===== config.mk =====
export PLATFORM = sky130hd
export DESIGN_NAME = ppsh_scale
export DESIGN_NICKNAME = d
export VERILOG_FILES = /design/src/rtl/ppsh_pkg.sv /design/src/rtl/ppsh_scale.sv
export SDC_FILE = /design/constraint.sdc
export NUM_CORES = 2
export LEC_CHECK = 0
export BUFFER_PORTS_ARGS = -buffer_cell sky130_fd_sc_hd__buf_4
export CAP_MARGIN = 0
export CORE_UTILIZATION = 65
export CTS_CLUSTER_SIZE = 10
export DETAILED_ROUTE_END_ITERATION = 7
export PLACE_DENSITY = 0.83
export REMOVE_ABC_BUFFERS = 1
export SLEW_MARGIN = 10
export SYNTH_ARGS = -nofsm -noshare
export SYNTH_HDL_FRONTEND = slang
export SYNTH_SLANG_ARGS = --single-unit

===== constraint.sdc =====
create_clock -name clock -period 27.7 [get_ports clock]
set_input_delay 1.385 -clock clock [delete_from_list [all_inputs] [get_ports clock]]
set_output_delay 1.385 -clock clock [all_outputs]
set_load 0.1 [all_outputs]

===== src/rtl/ppsh_pkg.sv =====
`timescale 1ns / 1ps
package ppsh_pkg;

   localparam int COORD_WIDTH_DEF  = 16;
   localparam int CORDIC_STEPS_DEF = 16;
   localparam int ANGLE_TABLE_LEN  = 24;
   localparam int CORD_GUARD       = 20;
   localparam int ANGLE_FRAC       = 16;
   localparam int Z_W              = 32;
   localparam int GAIN_W           = 30;
   localparam int RANGE_SHIFT      = 46;
   localparam int CHUNK_W          = 16;

   localparam int REQ_DATA_W = 104;
   localparam int RSP_DATA_W = 88;
   localparam int CSR_ADDR_W = 2;
   localparam int CSR_DATA_W = 24;

   localparam logic [CSR_ADDR_W-1:0] REG_DISTANCE_GAIN      = 2'd0;
   localparam logic [CSR_ADDR_W-1:0] REG_APPROACH_RATE_GAIN = 2'd1;
   localparam logic [CSR_ADDR_W-1:0] REG_SPEED_CEILING      = 2'd2;
   localparam logic [CSR_ADDR_W-1:0] REG_SMOOTHING_CONSTANT = 2'd3;

   localparam logic [23:0] DISTANCE_GAIN_RST      = 24'd8389;
   localparam logic [23:0] APPROACH_RATE_GAIN_RST = 24'd13422;
   localparam logic [14:0] SPEED_CEILING_RST      = 15'd13107;
   localparam logic [23:0] SMOOTHING_CONSTANT_RST = 24'd3355;

   localparam logic [GAIN_W-1:0] CORDIC_GAIN_Q30 = 30'd652032874;
   localparam logic [RANGE_SHIFT:0] RANGE_ROUND  = 47'd1 << (RANGE_SHIFT - 1);
   localparam logic signed [Z_W-1:0] HALF_TURN_Q16 = 32'sd1179648000;
   localparam logic [15:0] FULL_TURN = 16'd36000;

   // atan(2^-i) in centidegrees, q16
   localparam logic signed [Z_W-1:0] ATAN_Q16 [ANGLE_TABLE_LEN] = '{
      32'sd294912000, 32'sd174096719, 32'sd91987925, 32'sd46694507,
      32'sd23437865,  32'sd11730358,  32'sd5866610,  32'sd2933484,
      32'sd1466765,   32'sd733385,    32'sd366693,   32'sd183347,
      32'sd91674,     32'sd45837,     32'sd22918,    32'sd11459,
      32'sd5730,      32'sd2865,      32'sd1432,     32'sd716,
      32'sd358,       32'sd179,       32'sd90,       32'sd45
   };

   typedef struct packed {
      logic [23:0] distance_gain;
      logic [23:0] approach_rate_gain;
      logic [14:0] speed_ceiling;
   } cfg_type;

   typedef struct packed {
      logic [15:0] drive_speed;
      logic [15:0] travel_angle;
      logic [15:0] range_to_goal;
   } res_type;

   // reduce an angle in -131072..131071 into 0..35999
   function automatic logic [15:0] wrap_turn(input logic signed [18:0] v);
      logic signed [18:0] base;
      logic signed [18:0] r;
      base = -19'sd144000;
      for (int k = 1; k < 8; k++) begin
         if (v >= 19'(k * 36000 - 144000)) begin
            base = 19'(k * 36000 - 144000);
         end
      end
      r = v - base;
      return r[15:0];
   endfunction

endpackage


===== src/rtl/ppsh_scale.sv =====
`timescale 1ns / 1ps
module ppsh_scale #(
   parameter int COORD_WIDTH = ppsh_pkg::COORD_WIDTH_DEF,
   localparam int DATA_W = COORD_WIDTH + ppsh_pkg::CORD_GUARD
) (
   input  logic                             clock,
   input  logic                             reset,
   input  logic                             start,
   input  logic signed [DATA_W-1:0]         cord_a,
   input  logic signed [ppsh_pkg::Z_W-1:0]  cord_z,
   input  logic                             zero,
   input  logic [15:0]                      heading,
   input  ppsh_pkg::cfg_type                cfg,
   output logic                             res_valid,
   input  logic                             res_take,
   output ppsh_pkg::res_type                res
);

   localparam int NCHUNK = (DATA_W - 1 + ppsh_pkg::CHUNK_W - 1) / ppsh_pkg::CHUNK_W;
   localparam int PAD_W  = NCHUNK * ppsh_pkg::CHUNK_W;
   localparam int ACC_W  = PAD_W + ppsh_pkg::GAIN_W;
   localparam int RNG_W  = ACC_W + 1 - ppsh_pkg::RANGE_SHIFT;
   localparam int CNT_W  = $clog2(NCHUNK);

   localparam logic [2:0] S_IDLE  = 3'd0;
   localparam logic [2:0] S_MUL   = 3'd1;
   localparam logic [2:0] S_RANGE = 3'd2;
   localparam logic [2:0] S_PROD  = 3'd3;
   localparam logic [2:0] S_SUM   = 3'd4;
   localparam logic [2:0] S_HOLD  = 3'd5;

   logic [2:0]              state_ff, state_in;
   logic [PAD_W-1:0]        mag_ff, mag_in;
   logic [ACC_W-1:0]        acc_ff, acc_in;
   logic [CNT_W-1:0]        cnt_ff, cnt_in;
   logic [15:0]             bear_ff, bear_in;
   logic [15:0]             range_ff, range_in;
   logic [15:0]             travel_ff, travel_in;
   logic [15:0]             last_ff, last_in;
   logic [39:0]             p1_ff, p1_in;
   logic signed [41:0]      p2_ff, p2_in;
   ppsh_pkg::res_type       res_ff, res_in;

   logic signed [ppsh_pkg::Z_W:0]  z_rnd;
   logic signed [16:0]             z_cd;
   logic [ACC_W-1:0]               prod;
   logic [ACC_W:0]                 rnd;
   logic [RNG_W-1:0]               rng_full;
   logic signed [18:0]             t_diff;
   logic signed [16:0]             r_diff;
   logic signed [24:0]             ag_s;
   logic signed [41:0]             s_sum;
   logic signed [32:0]             spd;

   always_comb begin
      state_in  = state_ff;
      mag_in    = mag_ff;
      acc_in    = acc_ff;
      cnt_in    = cnt_ff;
      bear_in   = bear_ff;
      range_in  = range_ff;
      travel_in = travel_ff;
      last_in   = last_ff;
      p1_in     = p1_ff;
      p2_in     = p2_ff;
      res_in    = res_ff;

      z_rnd    = (ppsh_pkg::Z_W + 1)'(cord_z) + 33'sd32768;
      z_cd     = 17'(z_rnd >>> ppsh_pkg::ANGLE_FRAC);
      prod     = ACC_W'(mag_ff[PAD_W-1 -: ppsh_pkg::CHUNK_W])
               * ACC_W'(ppsh_pkg::CORDIC_GAIN_Q30);
      rnd      = (ACC_W + 1)'(acc_ff) + (ACC_W + 1)'(ppsh_pkg::RANGE_ROUND);
      rng_full = rnd[ACC_W:ppsh_pkg::RANGE_SHIFT];
      t_diff   = $signed({3'b000, bear_ff}) - $signed({3'b000, heading});
      r_diff   = $signed({1'b0, range_ff}) - $signed({1'b0, last_ff});
      ag_s     = $signed({1'b0, cfg.approach_rate_gain});
      s_sum    = $signed({2'b00, p1_ff}) + p2_ff;
      spd      = 33'((s_sum + 42'sd256) >>> 9);

      case (state_ff)
         S_IDLE: begin
            if (start) begin
               mag_in = cord_a[DATA_W-1] ? '0 : PAD_W'(cord_a[DATA_W-2:0]);
               acc_in = '0;
               cnt_in = CNT_W'(NCHUNK - 1);
               if (zero) begin
                  bear_in = '0;
               end else if (z_cd[16]) begin
                  bear_in = 16'(z_cd + 17'sd36000);
               end else begin
                  bear_in = z_cd[15:0];
               end
               state_in = S_MUL;
            end
         end
         S_MUL: begin
            acc_in = (acc_ff << ppsh_pkg::CHUNK_W) + prod;
            mag_in = mag_ff << ppsh_pkg::CHUNK_W;
            cnt_in = cnt_ff - 1'b1;
            if (cnt_ff == '0) begin
               state_in = S_RANGE;
            end
         end
         S_RANGE: begin
            if (zero) begin
               range_in = '0;
            end else if (rng_full > RNG_W'(16'hFFFF)) begin
               range_in = 16'hFFFF;
            end else begin
               range_in = rng_full[15:0];
            end
            travel_in = ppsh_pkg::wrap_turn(t_diff);
            state_in  = S_PROD;
         end
         S_PROD: begin
            p1_in    = 40'(cfg.distance_gain) * 40'(range_ff);
            p2_in    = 42'(r_diff) * 42'(ag_s);
            last_in  = range_ff;
            state_in = S_SUM;
         end
         S_SUM: begin
            if (spd > $signed({18'b0, cfg.speed_ceiling})) begin
               res_in.drive_speed = {1'b0, cfg.speed_ceiling};
            end else if (spd < -33'sd32768) begin
               res_in.drive_speed = 16'h8000;
            end else begin
               res_in.drive_speed = spd[15:0];
            end
            res_in.travel_angle  = travel_ff;
            res_in.range_to_goal = range_ff;
            state_in = S_HOLD;
         end
         S_HOLD: begin
            if (res_take) begin
               state_in = S_IDLE;
            end
         end
         default: begin
            state_in = S_IDLE;
         end
      endcase
   end

   always_ff @(posedge clock) begin
      if (reset) begin
         state_ff <= S_IDLE;
         last_ff  <= '0;
      end else begin
         state_ff <= state_in;
         last_ff  <= last_in;
      end
      mag_ff    <= mag_in;
      acc_ff    <= acc_in;
      cnt_ff    <= cnt_in;
      bear_ff   <= bear_in;
      range_ff  <= range_in;
      travel_ff <= travel_in;
      p1_ff     <= p1_in;
      p2_ff     <= p2_in;
      res_ff    <= res_in;
   end

   assign res_valid = (state_ff == S_HOLD);
   assign res       = res_ff;

endmodule


---- After elaboration in Yosys (flattened, before gate mapping) ----
Cells that the tools add are included.
word-level totals
  register bits after elaboration ......... 325
  bits of input ports ..................... 152
  output and inout port bits .............. 49
  logic and storage cells ................. 74
cells by class
  add/subtract/negate cells ............... 10
  $mul .................................... 3
  magnitude comparators ................... 10
  equality and inequality tests ........... 8
  mux-type cells .......................... 23
  reduce and logical (&&, ||, !) cells .... 6
operator list
  cell                      count
  $mux W16                  11
  $pmux W78 S2              1
  $pmux W48 S2              1
  $add A78 B46 Y79 const B  1
  $add A78 B46 Y78          1
  $mux W78                  1
  $ge A17 B18 Y1 const B    4
  $mux W48                  1
  $mul A16 B29 Y45 const B  1
  $add A41 B42 Y42          1
  $add A42 B10 Y42 const B  1
  $mul A17 B25 Y42          1
  $mul A24 B16 Y40          1
  $mux W35                  1
  $ge A17 B17 Y1 const B    2
  $sub A16 B16 Y17          2
  $add A32 B17 Y33 const B  1
  $gt A33 B16 Y1            1
  $gt A33 B16 Y1 const B    1
  $lt A33 B16 Y1 const B    1
  $pmux W3 S6               1
  $ge A17 B1 Y1 const B     1
  $add A16 B16 Y16 const B  1
  $sub A16 B16 Y16          1
  other kinds (15)          21

---- Longest topological paths before layout ----
  depth after elaboration ................. 11
  mapped depth ............................ 41
  gate-level depth less buffers ........... 39

---- Worst setup path after synthesis ----
OpenSTA, ideal clock, no wires.
  path type ............................... register -> register
  start ................................... reg range_ff[0]
  end ..................................... reg p2_ff[41], data pin
  setup time .............................. 0.268 ns
  arrival time ............................ 8.839 ns
  data required time ...................... 27.432 ns
  path slack .............................. 18.593 ns
  cell stages (with the launch flop) ...... 40
  buffers on the path ..................... 2
  clock period less this slack ............ 9.107 ns
  cells stage by stage .................... edfxtp_1 > clkbuf_1 > inv_1 > ha_1 > fa_1 > nor2b_1 > o21ai_0 > a21boi_1 > o21ai_0 > a21boi_1 > o21ai_0 > a21boi_0 > o21ai_1 > a211oi_1 > o21ai_0 > a31oi_1 > clkbuf_1 > nand2_1 > [... 4 more ...] > fa_1 > fa_1 > inv_1 > fa_1 > inv_1 > ha_1 > nand2_1 > a2111oi_0 > a221oi_2 > nor3_1 > o21ai_1 > a21oi_1 > o21a_1 > o21ai_1 > a2111o_1 > a21boi_1 > o41ai_1 > xnor2_1
between the ends
  longest elaborated chain between the ends .. 2
ends and longest elaborated chain
  item                      RTL line           source
  start: declaration        ppsh_scale.sv:37   logic [15:0] range_ff, range_in;
  start signal: assignment  ppsh_scale.sv:156  range_ff <= range_in;
  $sub A16 B16 Y17          ppsh_scale.sv:75   r_diff = $signed({1'b0, range_ff}) - $signed({1'b0, last_ff});
  $mul A17 B25 Y42          ppsh_scale.sv:117  p2_in = 42'(r_diff) * 42'(ag_s);
  end signal: assignment    ppsh_scale.sv:159  p2_ff <= p2_in;
  end: declaration          ppsh_scale.sv:41   logic signed [41:0] p2_ff, p2_in;
Every way passes these cells.
A chain may end at the register's enable or synchronous reset.

---- Worst setup path in the final report ----
Same ends and word-level chain as after synthesis.

==> impl_metrics.py <==
metrics = {
    "floorplanning": {
        "pin_count": 201,
        "floorplan.die_area_mm2": 0.0819,
        "num_rows": 103,
        "die_height_um": 286,
        "chipWidth_um": 286,
        "core_region_area_mm2": 0.0794,
        "floorplan.initialDensity_pct": 66.1,
    },
    "synthesis": {
        "netlist_area_mm2": 0.0525,
        "post_synth_num_cell_types": 88,
        "yosys.cell_count.top_type": "sky130_fd_sc_hd__inv_1",
        "synth_enable_flop_cells": 305,
        "synth.cells.most_frequent": "sky130_fd_sc_hd__inv_1, sky130_fd_sc_hd__fa_1, sky130_fd_sc_hd__nand2_1",
        "yosysTopAreaCellShare_pct": 31.1,
        "postSynth.asyncResetShare_pct": 0,
        "synth_largest_area_cell": "sky130_fd_sc_hd__fa_1",
        "syn-instance-count": 5567,
        "synthTopCellsByArea": "sky130_fd_sc_hd__fa_1, sky130_fd_sc_hd__edfxtp_1, sky130_fd_sc_hd__ha_1",
        "synth.yosys.seq_area_share_pct": 18.2,
        "yosys_warnings": 0,
        "postSynth.topFlopCell": "sky130_fd_sc_hd__edfxtp_1",
        "ys_seq_elements": 324,
        "syn_area_per_cell_um2": 9.43,
    },
    "routing": {
        "viasPerCell": 5.81,
        "drtAntennaViolNets": 0,
        "wl_per_cell_um": 18.6,
        "drt_wl_total_mm": 125,
        "route.vias.total": 39100,
        "detail_route.iter0.violations": 2853,
        "first_pass_iters": 5,
        "drc_errors": 0,
    },
    "grt": {
        "grt.total_usage_pct": 31.8,
        "global_route_wire_length_before_repair_mm": 208,
        "first_global_vias": 41700,
        "grt_antenna_before_repair": 3,
        "grt_overflow_total": 0,
        "maximum_number_of_pins_on_one_net_before_global_route_repair": 66,
    },
    "job": {
        "maxCapViolations": 0,
    },
    "clock_network": {
        "clock_sinks": 324,
        "clk_pin_slew_worst_paths_ns": 0.06,
        "clock_tree.buffer_depth": 3,
        "cts_tree": "done",
        "root_buffer_cell": "sky130_fd_sc_hd__clkbuf_16",
        "cts-hold-fix-buffers": 0,
        "post_cts_resize_count": 0,
        "htreeDepth": 2,
        "cts_buffers": 41,
        "insertion_delay_ns": 0.59,
        "cts_setup_buffers": 0,
    },
    "setup_path": {
        "critical_path_peak_fanout": 27,
        "slowest_delay_ns": 0.55,
        "cpMostUsedCell": "sky130_fd_sc_hd__fa_1",
        "critPathTopFamily": "compound AO/OA/AOI/OAI gates",
        "worst_path_max_delay_cell": "sky130_fd_sc_hd__a2111oi_0",
        "critical_path_required_time_ns": 28.01,
        "criticalPathCategory": "reg2reg",
        "setup_crit_start_kind": "flip-flop",
        "cp-end-kind": "flip-flop",
        "crit_buf_inv": 6,
        "arrival_ns": 10.86,
    },
    "sta": {
        "grt_setup_unrepaired": "false",
        "worst_pin_slew_ns": 1.20,
        "maxClockFrequency_mhz": 94.7,
        "report.final.setup_viol": 0,
        "finalHoldWorstSlack_ns": 0.415,
        "relSlewSlack_pct": 19.8,
        "clock-skew-final_ns": 0.0286,
        "hold_viol_final": 0,
        "share_of_the_clock_period_used_by_the_worst_path_after_layout_pct": 38.1,
        "setup-tns-final_ns": 0,
        "layout_min_cycle_time_ns": 10.56,
        "drv_slew": 0,
    },
    "placed_design": {
        "hpwl_mm": 98.3,
        "port-buffer-count": 185,
        "finalWeightedCongestion": 0.984,
        "post_dp_cell_area_mm2": 0.0549,
    },
    "finish": {
        "syn_to_final_growth_pct": 6.87,
        "proportion_of_layout_cells_with_a_drive_suffix_above_1_pct": 5.95,
        "utilization_pct": 70.7,
        "nFillCells": 5820,
        "cell_area_after_layout_mm2": 0.0561,
        "final_net_count": 7201,
    },
    "status": {
        "outcome": "finished, final reports clean",
    },
    "worst_hold_path": {
        "hp-class": "reg2reg",
    },
}
[worst reg2reg max path: cells and delay by family (launching register included)]
| family | cells | cell delay (ns) |
|---|---|---|
| AOI/OAI and AO/OA | 19 | 4.13 |
| adders and majority gates | 9 | 4.03 |
| buffers and inverters | 6 | 0.98 |
| and+or+nand+nor | 4 | 0.71 |
| DFF | 1 | 0.32 |
| xor gates and xnor gates | 1 | 0.15 |
[state kept, by name, summed over array words and instances, names as in the netlist]
| signal | count |
|---|---|
| mag_ff | 48 |
| travel_ff | 16 |
| cnt_ff | 2 |
| range_ff | 16 |
| bear_ff | 16 |
| p2_ff | 42 |
| state_ff | 3 |
| acc_ff | 77 |
| last_ff | 16 |
| p1_ff | 40 |
| res | 48 |
[final cells by class]
cell class              count  area (µm²)  share of cell area (%)
repair buffers            228        1710                    3.05
well taps                1050        1310                    2.34
flip-flops and latches    324        9540                    17.0
inverters                1122        4210                    7.51
clock buffers              62        1170                    2.08
clock inverters             9        56.3                   0.100
diodes                      2        5.00                 0.00892
multi-input cells        3933       38100                    67.9
[per-layer routing]
metal / vias to the layer above / share of wire (%) / global-route usage (%)
met2: 1604 / 50 / 55.0
met1: 19300 / 38 / 39.9
li1: 17800 / - / -
met3: 423 / 7.0 / 4.44
met4: 0 / 4.9 / 14.1
met5: - / 0 / 0
[metrics by stage]
| stage | setup slack [ns] | instances |
|---|---|---|
| after floorplan | 18.15 | 5379 |
| after global placement | 17.66 | 6657 |
| after detailed placement | 17.40 | 6657 |
| after CTS | 17.34 | 6728 |
| after global routing | 16.62 | 6729 |
| final | 17.14 | 6730 |
[logic make-up after synthesis]
| kind of cell | synth area share (%) |
|---|---|
| compound gates | 8.09 |
| xor+xnor | 4.27 |
| fa+ha+maj | 45.0 |
| buf+inv | 9.41 |
| flops | 18.2 |
| mux | 0.0858 |
| simple gates | 15.0 |
[cells in the final DEF, fill, tap and decap left out, types with 26 or more instances in the layout]
cell type and n:
sky130_fd_sc_hd__a21o_1 104, sky130_fd_sc_hd__a21oi_1 205, sky130_fd_sc_hd__and2_1 278, sky130_fd_sc_hd__and3_1 33, sky130_fd_sc_hd__buf_4 228, sky130_fd_sc_hd__clkbuf_16 43
sky130_fd_sc_hd__edfxtp_1 305, sky130_fd_sc_hd__fa_1 816, sky130_fd_sc_hd__ha_1 583, sky130_fd_sc_hd__inv_1 1120, sky130_fd_sc_hd__nand2_1 671, sky130_fd_sc_hd__nand2b_1 30
sky130_fd_sc_hd__nand3_1 114, sky130_fd_sc_hd__nand3b_1 26, sky130_fd_sc_hd__nand4_1 32, sky130_fd_sc_hd__nor2_1 211, sky130_fd_sc_hd__nor2b_1 82, sky130_fd_sc_hd__nor3_1 80
sky130_fd_sc_hd__o21ai_0 89, sky130_fd_sc_hd__o21bai_1 34, sky130_fd_sc_hd__xnor2_1 159, sky130_fd_sc_hd__xor2_1 91
[final timing paths]
| kind | from | endpoint | cells past startpoint | slack [ns] |
|---|---|---|---|---|
| max | range_ff[0] | p2_ff[41] | 39 | 17.14 |
| min | travel_ff[7] | res[23] | 0 | 0.42 |
| max reg2reg | range_ff[0] | p2_ff[41] | 39 | 17.14 |
| min reg2reg | travel_ff[7] | res[23] | 0 | 0.42 |
Power is not shown: default switching activity piles up to over one toggle a cycle in this logic, so the estimate is an artifact.
